--- config.mk ---
export PLATFORM = sky130hd
export DESIGN_NAME = cmbd_ram
export DESIGN_NICKNAME = d
export VERILOG_FILES = /design/src/rtl/cmbd_ram.sv
export SDC_FILE = /design/constraint.sdc
export NUM_CORES = 2
export LEC_CHECK = 0
export ABC_AREA = 1
export BUFFER_PORTS_ARGS = -buffer_cell sky130_fd_sc_hd__buf_2
export CORE_MARGIN = 1.5
export CORE_UTILIZATION = 50
export DETAILED_ROUTE_END_ITERATION = 10
export PLACE_DENSITY = 0.65
export SETUP_SLACK_MARGIN = 0.2
export SLEW_MARGIN = 15
export SYNTH_ARGS = -nofsm -noshare
export SYNTH_HDL_FRONTEND = slang
export SYNTH_SLANG_ARGS = --single-unit
--- constraint.sdc ---
create_clock -name clock -period 6.6 [get_ports clock]
set_input_delay 0.99 -clock clock [delete_from_list [all_inputs] [get_ports clock]]
set_output_delay 0.99 -clock clock [all_outputs]
set_load 0.05 [all_outputs]
--- src/rtl/cmbd_ram.sv ---
`timescale 1ns / 1ps
// Generic single-port synchronous RAM with a registered read.
module cmbd_ram #(
   parameter  int WIDTH = 8,
   parameter  int DEPTH = 256,
   localparam int AW    = $clog2(DEPTH)
) (
   input  logic             clock,
   input  logic             en,
   input  logic             we,
   input  logic [AW-1:0]    addr,
   input  logic [WIDTH-1:0] wr_data,
   output logic [WIDTH-1:0] rd_data
);

   logic [WIDTH-1:0] storage_ff [DEPTH];
   logic [WIDTH-1:0] rd_data_ff;

   always_ff @(posedge clock) begin
      if (en) begin
         if (we) begin
            storage_ff[addr] <= wr_data;
         end else begin
            rd_data_ff <= storage_ff[addr];
         end
      end
   end

   assign rd_data = rd_data_ff;

endmodule

# Yosys cells after proc, flatten, opt, wreduce, memory -nomap -nowiden
# Memory sizes are Yosys's and may differ from the RTL's. A register that Yosys moved wholly into a read port is not among the register bits.
# Cells that the tools add are included.
dict set report word_totals {
  reg_bits 0
  mem_bits_rw 2048
  in_bits 19
  out_inout_bits 8
  elab_cells 6
  memories 1
}
dict set report classes {
  mux 3
  bitwise_logic 1
  n_reduce_logical 1
}
# memory words width rd rd_ports_with_merged_regs wr line
set memory_table {}
lappend memory_table {storage_ff 256 8 1 1 1 16} ;# logic [WIDTH-1:0] storage_ff [DEPTH];
# operator count
set op_table {}
lappend op_table {{$mux 1} 3}
lappend op_table {{$reduce_and 2->1} 1}
lappend op_table {{$not 1->1} 1}

# Logic depth before layout (Yosys ltp)
dict set report logic_depth {
  depth_word 3
  mapped_depth 17
  ltp_nobuf 13
}

# Worst setup path before layout
# No wires, ideal clock.
dict set report synth_timing {
  path_kind {input -> register}
  from {input port addr[0]}
  to {memory storage_ff[97][0], enable pin}
  setup_time_ns 0.370
  arrival_time_ns 2.545
  required_time_ns 6.230
  setup_slack_ns 3.685
  path_stages 7
  path_buffers 5
  path_cell_list {buf_2 > buf_4 > buf_4 > clkbuf_1 > nand4_1 > clkbuf_1 > nor2_1}
}
# item line
set synth_rtl {}
lappend synth_rtl {{start, declared} 11} ;# input logic [AW-1:0] addr,
lappend synth_rtl {{end, declared} 16}
# No word-level cell before the write port.

# Worst setup path in the final report
dict set report layout_timing {
  from {input port we}
  to {memory storage_ff[16][3], enable pin}
}
dict set report layout_via {
  elab_chain_cells 3
}
# item line
set layout_rtl {}
lappend layout_rtl {{start, declared} 10} ;# input logic we,
lappend layout_rtl {{$mux 1} 21} ;# if (we) begin
lappend layout_rtl {{$mux 1} 20} ;# if (en) begin
lappend layout_rtl {{$mux 1 (not written as such)} 22} ;# storage_ff[addr] <= wr_data;
# Every way passes these cells.

==> results_dict.tcl <==
set metrics [dict create \
    outcome "complete, no violations" \
    synth_top_family_by_area "simple AND/OR/NAND/NOR gates" \
    synthSimpleGateAreaFrac 0.241 \
    setup_violations 0 \
    core-area_um2 168000 \
    overflow 0 \
    async_flop_share 0 \
    avgSynthCellArea_um2 10.7 \
    synth_top_area_cell "edfxtp_1" \
    period_share 0.600 \
    routedWlPerCell_um 22.1 \
    post-cts-setup-buffers 0 \
    tritoncts "built" \
    maxSlewViolCount 0 \
    grt_usage 0.262 \
    synthTopCellsByCount "4695 x nand2_1, 2056 x edfxtp_1, 345 x nor2_1" \
    hold_class "primary input to flip-flop" \
    syn_area_um2 84800 \
    io_buffer_count 26 \
    worst_pin_slew_ns 1.23 \
    end_kind "flip-flop" \
    peakVddDrop_mv 0.278 \
    fin_crit_ns 3.96 \
    fmax_mhz 253 \
    fp.dieW_um 415 \
    synthFlopType "edfxtp_1" \
    top_layer "met4" \
    drt_iter0_markers 6690 \
    synth_area_leaders "edfxtp_1 73%, nand2_1 21%, nor2_1 1.5%" \
    fin_setup_tns_ns 0 \
    synth_seq_cells 2056 \
    drc 0 \
    worst-path-max-fanout 13 \
    clk-insertion-delay-late_ns 0.83 \
    synth_compound_area_frac 0.00755 \
    synthMuxAreaShare 0 \
    nets 7870 \
    p_per_area_nw_per_um2 290 \
    core.rowCount 150 \
    rsz0062_at_grt "no" \
    path_class "primary input to flip-flop" \
    grt_pass1_vias 54500 \
    pin_count 27 \
    clock-root-buffer "clkbuf_16" \
    cts_max_path_buffers 3 \
    viasPerCell 5.47 \
    synth_xor_area_frac 0 \
    clkTransAtPathRegs_ns 0.06 \
    finalHoldViolCount 0 \
    vias 55900 \
    htreeDepth 4 \
    crit_required_ns 7.05 \
    synth_nets 7979 \
    first_pass_iters 6 \
    syn_inst 7960 \
    syn_to_final_growth_pct 9.80 \
    synth_edf_count 2056 \
    relSlewSlack 0.177 \
    maxCapViolations 0 \
    grt_pass1_wl_um 342000 \
    yosysTopAreaCellShare 0.728 \
    die_h_um 415 \
    cts.sinks 2056 \
    drt-met1-wl_um 93800 \
    yosysSeqAreaShare 0.728 \
    worstPathArrival_ns 4.40 \
    cts_buffers 205 \
    cts_resized 0 \
    drt_wl_total_um 226000 \
    yosysMostFrequentCell "nand2_1" \
    holdBufCountCts 0 \
    startpoint_type "primary input" \
    antenna_found_initial 8 \
    dieArea_um2 172000 \
    drive_gt1_frac 0.0485 \
    ant_nets 0 \
    start_util 0.506 \
    p_leak_nw 36.4 \
    grt_max_degree 179 \
    yosys_warnings 0 \
    wl_met3_um 19500 \
    ys_types 14 \
    timing.hold.ws_ns 0.644 \
    hpwl_um 123000 \
    skew_ns 0.0293 \
    synth_fa_ha_area_frac 0 \
    gp_congestion 0.898 \
    route.met2.wl_um 104000 \
]
per-stage QoR:
step / area [µm²] / total power [W] / setup WS, ns / cells / utilization
after floorplan: 84800 / 0.0155 / 3.69 / 7960 / -
after global placement: 86800 / 0.0161 / 1.94 / 9848 / 0.517
after detailed placement: 86800 / 0.0162 / 1.87 / 9848 / 0.517
after CTS: 93100 / 0.0271 / 2.75 / 10200 / 0.555
after global routing: 93100 / 0.0278 / 2.49 / 10200 / 0.555
final: 93200 / 0.0270 / 2.64 / 10200 / 0.555
per-layer routing:
layer,GRT usage,vias to the layer above
met5,0,-
met1,0.369,26900
li1,-,26100
met3,0.0425,391
met2,0.412,2514
met4,0.101,0
layout make-up:
| cell class | count | area [µm²] |
|---|---|---|
| flip-flops and latches | 2056 | 61700 |
| well taps | 2204 | 2760 |
| clock buffers | 265 | 5440 |
| fillers | 14100 | 74600 |
| repair buffers | 108 | 1050 |
| clock inverters | 107 | 892 |
| multi-input cells | 5464 | 21200 |
| diodes | 6 | 15.0 |
| inverters | 16 | 85.1 |
registers in the layout (all words and copies together), names as in the netlist:
name        count
rd_data         8
storage_ff   2048
cells by family after synthesis:
logic type	after synthesis
compound gates	128
simple gates	5336
buf+inv	440
flops	2056
power breakdown:
| group | internal [W] | switching, W |
|---|---|---|
| registers | 0.0144 | 0.0000127 |
| logic | 0.000315 | 0.00118 |
| clock network | 0.00623 | 0.00488 |
| total | 0.0209 | 0.00608 |
cell usage in the layout, fill, tap and decap left out:
cell type	netlist	final
clkbuf_1	161	56
buf_8	0	10
diode_2	0	6
inv_1	11	11
nand4_1	40	40
clkinv_16	0	2
buf_4	5	66
clkinv_1	2	54
o21ai_1	128	128
edfxtp_1	2056	2056
inv_6	0	5
clkinv_4	0	1
clkinv_2	0	22
buf_2	214	16
clkbuf_16	0	209
clkinvlp_4	0	8
nand3_2	0	8
buf_12	0	16
nor2_4	0	6
nand3_1	256	248
nor2_1	345	339
clkinv_8	0	4
nand2_1	4695	4695
bufinv_16	0	11
inv_16	0	1
inv_4	0	2
inv_8	0	2
worst max-delay path, stage by stage:
cell and delay [ns]:
buf_2 0.09, nand2_1 0.04, inv_1 0.68, nand4_1 1.18, buf_4 0.68, nor2_1 0.67
path summary, 6_finish.rpt:
check                                             startpoint                     endpoint  slack, ns  depth (start not counted)
worst max-delay path                                      we  storage_ff[16][3]$_DFFE_PP_       2.64                          6
worst min-delay path                              wr_data[3]  storage_ff[29][3]$_DFFE_PP_       0.64                          1
worst max register to register   storage_ff[16][4]$_DFFE_PP_         rd_data[4]$_DFFE_PP_       4.26                         12
worst min register to register  storage_ff[219][5]$_DFFE_PP_         rd_data[5]$_DFFE_PP_       0.99                         10
Power figures use the tool's default switching activity.
