File: src/rtl/cmbd_pkg.sv
`timescale 1ns / 1ps
// Shared types, constants and helpers of the calculator memory bus decoder.
package cmbd_pkg;

   // Default sizes of the two large stores.
   localparam int RAM_BYTES_DEFAULT = 262144;
   localparam int ROM_BYTES_DEFAULT = 1048576;

   // IO register file: 32 addressable registers and four overflow entries.
   localparam int IO_BYTES         = 32;
   localparam int IO_STORE_DEPTH   = IO_BYTES + 4;
   localparam int IO_INDEX_WIDTH   = $clog2(IO_STORE_DEPTH);
   localparam int IO_OFFSET_WIDTH  = $clog2(IO_BYTES);

   localparam logic [23:0] IO_BASE        = 24'h600000;
   localparam logic [23:0] RAM_MASK_SMALL = 24'h01FFFF;
   localparam logic [23:0] RAM_MASK_LARGE = 24'h03FFFF;

   // Bank codes, address bits 23 to 21.
   localparam logic [2:0] BANK_RAM    = 3'd0;
   localparam logic [2:0] BANK_ROM_LO = 3'd1;
   localparam logic [2:0] BANK_ROM_HI = 3'd2;

   // Commands and access sizes.
   localparam logic       CMD_WRITE  = 1'b1;
   localparam logic [1:0] SIZE_BYTE  = 2'd0;
   localparam logic [1:0] SIZE_WORD  = 2'd1;

   // IO register numbers with special behaviour.
   localparam logic [IO_INDEX_WIDTH-1:0] IO_REG_STATUS      = 6'h00;
   localparam logic [IO_INDEX_WIDTH-1:0] IO_REG_MEMORY_CFG  = 6'h01;
   localparam logic [IO_INDEX_WIDTH-1:0] IO_REG_INTERRUPT   = 6'h0c;
   localparam logic [IO_INDEX_WIDTH-1:0] IO_REG_LINK_STATUS = 6'h0d;
   localparam logic [IO_INDEX_WIDTH-1:0] IO_REG_LINK_DATA   = 6'h0f;
   localparam logic [IO_INDEX_WIDTH-1:0] IO_REG_SCREEN_LO   = 6'h10;
   localparam logic [IO_INDEX_WIDTH-1:0] IO_REG_SCREEN_HI   = 6'h11;
   localparam logic [IO_INDEX_WIDTH-1:0] IO_REG_TIMER       = 6'h17;
   localparam logic [IO_INDEX_WIDTH-1:0] IO_REG_ON_KEY      = 6'h1a;
   localparam logic [IO_INDEX_WIDTH-1:0] IO_REG_KEYBOARD    = 6'h1b;
   localparam logic [IO_INDEX_WIDTH-1:0] IO_REG_CONTRAST    = 6'h1d;

   // Values returned by patched IO registers.
   localparam logic [7:0] STATUS_FIXED_BITS  = 8'h04;
   localparam logic [7:0] LINK_STATUS_READY  = 8'h60;
   localparam logic [7:0] LINK_STATUS_IDLE   = 8'h40;
   localparam logic [7:0] ON_KEY_RELEASED    = 8'h02;
   localparam logic [7:0] ON_KEY_PRESSED     = 8'h00;

   // Configuration register port.
   localparam int CSR_INDEX_WIDTH = 1;
   localparam int CSR_DATA_WIDTH  = 20;
   localparam logic [CSR_INDEX_WIDTH-1:0] CSR_RAM_IS_SMALL     = 1'd0;
   localparam logic [CSR_INDEX_WIDTH-1:0] CSR_ROM_ADDRESS_MASK = 1'd1;

   typedef struct packed {
      logic        command;
      logic [1:0]  access_size;
      logic [23:0] address;
      logic [31:0] write_data;
      logic        link_rx_ready;
      logic [7:0]  link_rx_byte;
      logic        on_key_down;
      logic [7:0]  keyboard_mask;
   } req_type;

   typedef struct packed {
      logic [31:0] read_data;
      logic        address_error;
      logic        raise_interrupt_four;
      logic        link_tx_valid;
      logic [7:0]  link_tx_byte;
      logic        link_rx_taken;
      logic        timer_write_valid;
      logic [7:0]  timer_write_value;
      logic        contrast_changed;
      logic        screen_base_changed;
   } rsp_type;

   typedef enum logic [1:0] {
      TGT_RAM = 2'd0,
      TGT_ROM = 2'd1,
      TGT_IO  = 2'd2
   } target_type;

   typedef enum logic [2:0] {
      PATCH_NONE        = 3'd0,
      PATCH_STATUS      = 3'd1,
      PATCH_MEMORY_CFG  = 3'd2,
      PATCH_LINK_STATUS = 3'd3,
      PATCH_LINK_RX     = 3'd4,
      PATCH_ON_KEY      = 3'd5,
      PATCH_KEYBOARD    = 3'd6
   } patch_type;

   // Decoded view of one byte of an access.
   typedef struct packed {
      target_type                target;
      logic [IO_INDEX_WIDTH-1:0] io_index;
      logic [7:0]                wr_byte;
      logic                      store;
      patch_type                 patch;
      logic                      irq4;
      logic                      tx;
      logic                      rx_taken;
      logic                      tm;
      logic                      contrast;
      logic                      screen;
   } byte_op_type;

   // Index of the last byte of an access; size code three counts as long.
   function automatic logic [1:0] last_byte(input logic [1:0] size);
      logic [1:0] result;
      case (size)
         SIZE_BYTE: result = 2'd0;
         SIZE_WORD: result = 2'd1;
         default:   result = 2'd3;
      endcase
      return result;
   endfunction

endpackage

File: src/rtl/cmbd_decode.sv
`timescale 1ns / 1ps
// Per-byte address decode: target store, index, write byte and IO side effects.
module cmbd_decode #(
   parameter  int RAM_BYTES = cmbd_pkg::RAM_BYTES_DEFAULT,
   parameter  int ROM_BYTES = cmbd_pkg::ROM_BYTES_DEFAULT,
   localparam int RAM_AW    = $clog2(RAM_BYTES),
   localparam int ROM_AW    = $clog2(ROM_BYTES)
) (
   input  cmbd_pkg::req_type                       req,
   input  logic [1:0]                              byte_sel,
   input  logic                                    ram_is_small,
   input  logic [cmbd_pkg::CSR_DATA_WIDTH-1:0]     rom_address_mask,
   output cmbd_pkg::byte_op_type                   op,
   output logic [RAM_AW-1:0]                       ram_index,
   output logic [ROM_AW-1:0]                       rom_index
);

   logic [1:0]  lane;
   logic [23:0] byte_addr;
   logic [23:0] ram_full;
   logic [23:0] rom_full;
   logic [cmbd_pkg::IO_INDEX_WIDTH-1:0] io_idx;
   logic        is_write;

   always_comb begin
      lane      = cmbd_pkg::last_byte(req.access_size) - byte_sel;
      byte_addr = req.address + {22'd0, byte_sel};
      ram_full  = byte_addr & (ram_is_small ? cmbd_pkg::RAM_MASK_SMALL
                                            : cmbd_pkg::RAM_MASK_LARGE);
      rom_full  = byte_addr & {4'd0, rom_address_mask};
      is_write  = (req.command == cmbd_pkg::CMD_WRITE);
      io_idx    = {1'b0, req.address[cmbd_pkg::IO_OFFSET_WIDTH-1:0]}
                  + {4'd0, byte_sel};

      op          = '0;
      op.target   = cmbd_pkg::TGT_IO;
      op.patch    = cmbd_pkg::PATCH_NONE;
      op.wr_byte  = req.write_data[{lane, 3'b000} +: 8];
      op.store    = 1'b1;

      if (req.address >= cmbd_pkg::IO_BASE) begin
         op.io_index = io_idx;
         if (is_write) begin
            case (io_idx)
               cmbd_pkg::IO_REG_INTERRUPT: op.irq4 = op.wr_byte[1];
               cmbd_pkg::IO_REG_LINK_DATA: begin
                  op.tx    = 1'b1;
                  op.store = 1'b0;
               end
               cmbd_pkg::IO_REG_TIMER: begin
                  op.tm    = 1'b1;
                  op.store = 1'b0;
               end
               cmbd_pkg::IO_REG_CONTRAST: op.contrast = 1'b1;
               default: begin
                  op.screen = io_idx inside {cmbd_pkg::IO_REG_SCREEN_LO,
                                             cmbd_pkg::IO_REG_SCREEN_HI};
               end
            endcase
         end else begin
            case (io_idx)
               cmbd_pkg::IO_REG_STATUS:      op.patch = cmbd_pkg::PATCH_STATUS;
               cmbd_pkg::IO_REG_MEMORY_CFG:  op.patch = cmbd_pkg::PATCH_MEMORY_CFG;
               cmbd_pkg::IO_REG_LINK_STATUS: op.patch = cmbd_pkg::PATCH_LINK_STATUS;
               cmbd_pkg::IO_REG_LINK_DATA: begin
                  op.patch    = cmbd_pkg::PATCH_LINK_RX;
                  op.rx_taken = 1'b1;
               end
               cmbd_pkg::IO_REG_ON_KEY:      op.patch = cmbd_pkg::PATCH_ON_KEY;
               cmbd_pkg::IO_REG_KEYBOARD:    op.patch = cmbd_pkg::PATCH_KEYBOARD;
               default:                      op.patch = cmbd_pkg::PATCH_NONE;
            endcase
         end
      end else begin
         // Memory path: each byte is decoded on its own address, so a long
         // access may straddle two banks or reach the IO file unpatched.
         if (byte_addr[23:21] == cmbd_pkg::BANK_RAM) begin
            op.target = cmbd_pkg::TGT_RAM;
         end else if (byte_addr[23:21] inside {cmbd_pkg::BANK_ROM_LO,
                                                cmbd_pkg::BANK_ROM_HI}) begin
            op.target = cmbd_pkg::TGT_ROM;
         end else begin
            op.io_index = {1'b0, byte_addr[cmbd_pkg::IO_OFFSET_WIDTH-1:0]};
         end
      end

      ram_index = ram_full[RAM_AW-1:0];
      rom_index = rom_full[ROM_AW-1:0];
   end

endmodule

File: config.mk
export PLATFORM = sky130hd
export DESIGN_NAME = cmbd_decode
export DESIGN_NICKNAME = d
export VERILOG_FILES = /design/src/rtl/cmbd_pkg.sv /design/src/rtl/cmbd_decode.sv
export SDC_FILE = /design/constraint.sdc
export NUM_CORES = 1
export LEC_CHECK = 0
export BUFFER_PORTS_ARGS = -buffer_cell sky130_fd_sc_hd__buf_2
export CAP_MARGIN = 10
export CORE_AREA = 2 2 63 65
export DETAILED_ROUTE_END_ITERATION = 10
export DIE_AREA = 0 0 65 67
export PLACE_DENSITY = 0.85
export SYNTH_ARGS = -nofsm -noshare
export SYNTH_HDL_FRONTEND = slang
export SYNTH_SLANG_ARGS = --single-unit
export TNS_END_PERCENT = 10
File: constraint.sdc
create_clock -name vclk -period 6.9
set_clock_uncertainty 0.1 [all_clocks]
set_input_delay 1.38 -clock vclk [all_inputs]
set_output_delay 1.38 -clock vclk [all_outputs]
set_load 0.03 [all_outputs]
After elaboration in Yosys (flattened, before gate mapping)
Cells that the tools add are included.
- register bits after elaboration: 0
- input port bits: 100
- output and inout port bits: 64
- logic and storage cells: 48
- add/subtract/negate cells: 3
- $lt $le $gt $ge: 1
- equal/unequal tests: 13
- shift-type cells: 1
- multiplexer cells: 21
- bitwise logic cells: 2
- reduce and logical (&&, ||, !) cells: 7
- operators with widths (cell ; number):
    == test 6 x 5 -> 1 bit (second input constant) ; 6
    indexed part select 32 x 6 -> 8 bit ; 1
    adder 24 x 2 -> 24 bit ; 1
    >= comparator 24 x 23 -> 1 bit (second input constant) ; 1
    bitwise AND 20 bit ; 1
    bitwise AND 18 bit ; 1
    == test 6 x 4 -> 1 bit (second input constant) ; 3
    2-to-1 mux 18 bit ; 1
    one-hot mux 3 bit (6 select lines) ; 1
    2-to-1 mux 10 bit ; 1
    2-to-1 mux 5 bit ; 2
    2-to-1 mux 1 bit ; 8
    2-to-1 mux 2 bit ; 4
    adder 5 x 2 -> 6 bit ; 1
    == test 6 x 1 -> 1 bit (second input constant) ; 1
    zero test 6 bit ; 1
    2-to-1 mux 3 bit ; 2
    2-to-1 mux 6 bit ; 1
    one-hot mux 2 bit (2 select lines) ; 1
    nonzero test 2 bit ; 2
    OR reduction 4 bit ; 1
    == test 3 x 1 -> 1 bit (second input constant) ; 1
    == test 3 x 2 -> 1 bit (second input constant) ; 1
    zero test 3 bit ; 1
    other kinds (4) ; 4

Longest topological paths before layout
Gate-level depths: netlist of run 1.
- depth after elaboration: 7
- depth in mapped cells: 8
- depth with buffers taken out: 7

Least setup slack after synthesis of run 1
OpenSTA, ideal clock, no wires.
- path type: input to output
- start: in req[50] (netlist name)
- end: out op[6] (netlist name)
- arrival: 3651 ps
- data required time: 5420 ps
- path slack: 1769 ps
- stages: 6
- cells stage by stage: ha_1 > fa_1 > clkbuf_8 > nor3b_1 > nand3b_1 > o31ai_1
- RTL lines (element ; RTL line ; source):
    start: declaration ; cmbd_decode.sv:9 ; input cmbd_pkg::req_type req,
    end: declaration ; cmbd_decode.sv:13 ; output cmbd_pkg::byte_op_type op,

==> reports/qor.yml, run 1 <==
outcome: "complete, no violations"
drc_errors: 0
vias_per_cell: 4.91
vias: 1679
area_growth_pct: 61.8
ys_top_cells_by_count: "16 x and2_1, 16 x nor2_1, 12 x xor2_1"
period_share: 0.728
dr.pass1.iters: 4
routedWlPerCell_um: 13.4
fin_nets: 400
period_needed_ps: 5030
antenna_found_initial: 0
rsz0062_at_grt: "false"
crit_fanout: 9
grt_pass1_wl_um: 6950
fmax_mhz: 199
crit_slowest_cell: "fa_1"
ys_seq_area_frac: 0
clock_buffers: 0
critPathKind: "primary input to output pin"
avgSynthCellArea_um2: 7.54
synthTopCellsByArea: "mux4_2 15%, xor2_1 8.9%, and2_1 8.5%, xnor2_1 6.7%, nor2_1 5.1%"
hold_path_class: "primary input to output pin"
io_pins: 164
finalSetupViolations: 0
cp_num_buf_inv: 2
synthesis.nets: 260
drt_iter0_drc: 44
cap_violations: 0
ctsHoldBuffers: 0
final-seq-area_um2: 0
yosysWarnings: 0
cpPeakStageDelay_ps: 530
fin_tns_setup_ps: 0
p_leak_nw: 1.02
initial_utilization: 0.326
start_kind: "primary input"
yosysTopAreaCellShare: 0.153
wl_um: 4600
fp.dieArea_um2: 4360
whs_endpoint: "ram_index[17]"
hp-start: "ram_is_small"
power_density_nw_per_um2: 96.4
ys_types: 44
antenna_left: 0
path_delay_family: "adder cells"
drv_slew: 0
dp_hpwl_um: 4040
startpoint: "byte_sel[0]"
die_x_um: 65
finalHoldViolCount: 0
cts_setup_buffers: 0
num_rows: 22
fin_util: 0.528
hold_ws_ps: 2930
worstPathArrival_ps: 3550
vdd_drop_max_mv: 0.0452
required_ps: 5420
cp_cell_sequence: "buf_2 > ha_1 > fa_1 > nand3_1 > xor2_1 > nor3b_1 > nand3b_1 > o31ai_1 > buf_2"
timing.critical_path.mode_cell: "buf_2"
hold_depth: 3
netlist_area_um2: 1180
nFlopsAndLatches: 0
worstMarginPinSlew_ps: 802
endpoint_kind: "output pin"
num_antenna_cells: 0
yosys.area.top_type: "mux4_2"
die_h_um: 67
max_slew_margin: 0.462
drive_gt1_frac: 0.561
core-area_um2: 3610
numPortBuffers: 146
grt-ovfl-total: 0
grt_usage: 0.197
post_cts_resized: 0
grt_max_degree: 12
gp_congestion: 0.804
grt_pass1_vias: 1623
synthesis.instances: 156
-- tightest hold or removal path: stages --
cell	delay [ps]
buf_2	70
nor2_1	30
buf_2	160
-- cell usage in the layout, fill, tap and decap left out, types with 2 or more instances in the layout --
master / synthesis / final
and4_1: 2 / 2
or2_2: 3 / 3
mux4_2: 8 / 8
nor2_1: 16 / 16
and2_1: 16 / 16
nor4_1: 3 / 3
xnor2_1: 9 / 9
nand4_1: 3 / 3
and3_1: 5 / 5
inv_1: 7 / 7
xor2_1: 12 / 12
buf_2: 1 / 146
a21o_1: 2 / 2
nor3_1: 8 / 8
nand2_1: 8 / 8
a211oi_1: 3 / 3
nand2b_1: 2 / 2
ha_1: 3 / 3
nor2b_1: 3 / 3
nand3_1: 8 / 8
a21oi_1: 6 / 6
o21ai_0: 3 / 3
-- routing by layer --
layer	global-route usage	up-vias	routed length [µm]
li1	-	842	-
met1	0.237	768	1860
met3	0.0118	8	222
met4	0.0399	0	56
met5	0	-	0
met2	0.384	61	2460
-- stage by stage --
step           setup WS (ps)  instances  area [µm²]  total power, mW
2_1_floorplan           1770        156        1180            0.125
3_3_place_gp            1920        342        1900            0.179
5_1_grt                 1660        342        1900            0.197
3_5_place_dp            1880        342        1900            0.184
6_report                1870        342        1900            0.184
4_1_cts                 1870        342        1900            0.184
-- cell families after synthesis --
| kind of cell | after synthesis | synth area share |
|---|---|---|
| multiplexers | 9 | 0.162 |
| buffers and inverters | 15 | 0.0766 |
| XOR/XNOR | 21 | 0.156 |
| AO/OA/AOI/OAI | 22 | 0.136 |
| AND/OR/NAND/NOR | 85 | 0.420 |
| adder cells (fa/ha/maj) | 4 | 0.0489 |
-- where the power goes --
part	switching [mW]	internal [mW]	total, mW
Combinational	0.116	0.0675	0.184
Sequential	0	0	0
Clock	0	0	0
-- worst max-delay path by stage --
stage                       end  cells after the start  slack (ps)
final                     op[6]                      9        1870
after global routing      op[6]                      9        1660
after CTS                 op[6]                      9        1870
after detailed placement  op[6]                      9        1880
after global placement    op[6]                      9        1920
after floorplan           op[6]                      6        1770
-- cell type report --
cell class | count | area, µm²
fillers | 380 | 1700
inverters | 7 | 26.3
multi-input cells | 141 | 1090
well taps | 48 | 60.1
repair buffers | 146 | 731
Note: power is estimated with default switching activity, not from simulation.
==> run 2, diff against run 1 <==
--- a/config.mk
+++ b/config.mk
@@ -7,10 +7,11 @@
 export LEC_CHECK = 0
 export BUFFER_PORTS_ARGS = -buffer_cell sky130_fd_sc_hd__buf_2
 export CAP_MARGIN = 10
-export CORE_AREA = 2 2 63 65
+export CORE_ASPECT_RATIO = 1.5
+export CORE_MARGIN = 1.5
+export CORE_UTILIZATION = 29
 export DETAILED_ROUTE_END_ITERATION = 10
-export DIE_AREA = 0 0 65 67
-export PLACE_DENSITY = 0.85
+export PLACE_DENSITY = 0.81
 export SYNTH_ARGS = -nofsm -noshare
 export SYNTH_HDL_FRONTEND = slang
 export SYNTH_SLANG_ARGS = --single-unit
==> constraint.sdc (replaced) <==
create_clock -name vclk -period 4.4
set_clock_uncertainty 0.1 [all_clocks]
set_input_delay 0.88 -clock vclk [all_inputs]
set_output_delay 0.88 -clock vclk [all_outputs]
set_load 0.03 [all_outputs]
==> run 2 against run 1 <==
Non-clock buffer count up 4. Setup slack worse by 1400 ps. Final cell count rose by 0.29%. Worst hold slack lost 1000 ps. Largest cell class unchanged. Critical path type unchanged. Critical path depth unchanged. Flip-flop and latch count unchanged. Count of clock-buffer cells in the layout is the same.
==> reports/qor.yml, run 2 (synthesis gave the netlist of run 1 again) <==
drc_errors: 0
grt_pass1_wl_um: 6230
vias: 1746
drv_slew: 0
finalSetupViolations: 0
endpoint_kind: "output pin"
clockPowerShare: 0
antenna_found_initial: 0
cts_setup_buffers: 0
die_x_um: 55.0
dp_cells: 343
period_share: 0.899
drive_gt1_frac: 0.567
p_sw_mw: 0.182
io_pins: 164
gp_congestion: 0.755
routedWlPerCell_um: 12.6
numPortBuffers: 146
cap_violations: 0
seqPwrFrac: 0
p_total_mw: 0.292
wl_um: 4320
finalNonFillerCells: 343
ctsHoldBuffers: 0
rsz0062_at_grt: "false"
power_density_nw_per_um2: 151
critPathKind: "primary input to output pin"
intPower_mw: 0.110
switching_share: 0.624
mostFrequentLayoutCell: "buf_2"
fin_area_um2: 1930
post_cts_resized: 0
fp.dieArea_um2: 4450
outcome: "complete, no violations"
finalHoldViolCount: 0
layout_common_cells: "146 x buf_2, 16 x nor2_1, 16 x and2_1"
num_rows: 28
vias_per_cell: 5.09
crit_fanout: 5
antenna_left: 0
core-area_um2: 3920
area_growth_pct: 64.0
nFlopsAndLatches: 0
p_leak_nw: 1.04
grt-ovfl-total: 0
hold_depth: 3
hold_path_class: "primary input to output pin"
num_antenna_cells: 0
combPwrFrac: 1.000
worstPathArrival_ps: 2980
dpl_cell_area_um2: 1930
vdd_drop_max_mv: 0.0887
period_needed_ps: 3960
max_slew_margin: 0.667
worstMarginPinSlew_ps: 498
dr.pass1.iters: 4
fin_util: 0.492
required_ps: 3420
grt_pass1_vias: 1587
clock_buffers: 0
initial_utilization: 0.300
dp_hpwl_um: 3940
die_h_um: 81.0
grt_max_degree: 12
fmax_mhz: 253
fin_tns_setup_ps: 0
start_kind: "primary input"
fin_nets: 404
final-seq-area_um2: 0
grt_usage: 0.181
drt_iter0_drc: 23
## run 2: through the flow
stage / hold slack, ps / worst slack [ps]
2_1_floorplan: 1770 / 269
3_3_place_gp: 1930 / 473
3_5_place_dp: 1930 / 435
4_1_cts: 1930 / 427
5_1_grt: 1960 / 175
6_report: 1930 / 444
## run 2: power groups by stage
stage / Combinational (mW) / Sequential (mW) / Clock (mW)
floorplan: 0.196 / 0 / 0
global placement: 0.290 / 0 / 0
detailed placement: 0.293 / 0 / 0
CTS: 0.294 / 0 / 0
global route: 0.318 / 0 / 0
finish: 0.292 / 0 / 0
## run 2: layout make-up
| class | instances | area, µm² |
|---|---|---|
| fillers | 416 | 1990 |
| inverters | 7 | 26.3 |
| multi-input cells | 141 | 1090 |
| well taps | 45 | 56.3 |
| repair buffers | 150 | 761 |
## run 2: worst paths after layout
path | to | from | slack, ps
worst min-delay path | ram_index[17] | ram_is_small | 1930
worst max-delay path | op[6] | byte_sel[0] | 440
## run 2: critical path, stage by stage
cell	delay, ps
buf_2	110
ha_1	220
fa_1	400
nand3_1	150
xor2_1	180
nor3b_1	370
nand3b_1	180
o31ai_1	240
buf_2	240
## run 2: per-layer routing
metal / wire [µm] / vias to the layer above / track usage / part of all wire
met5: 0 / - / 0 / 0
met4: 6 / 0 / 0.00976 / 0.0014
met3: 476 / 4 / 0.0313 / 0.11
met2: 2470 / 118 / 0.412 / 0.57
met1: 1370 / 775 / 0.147 / 0.32
li1: - / 849 / - / -
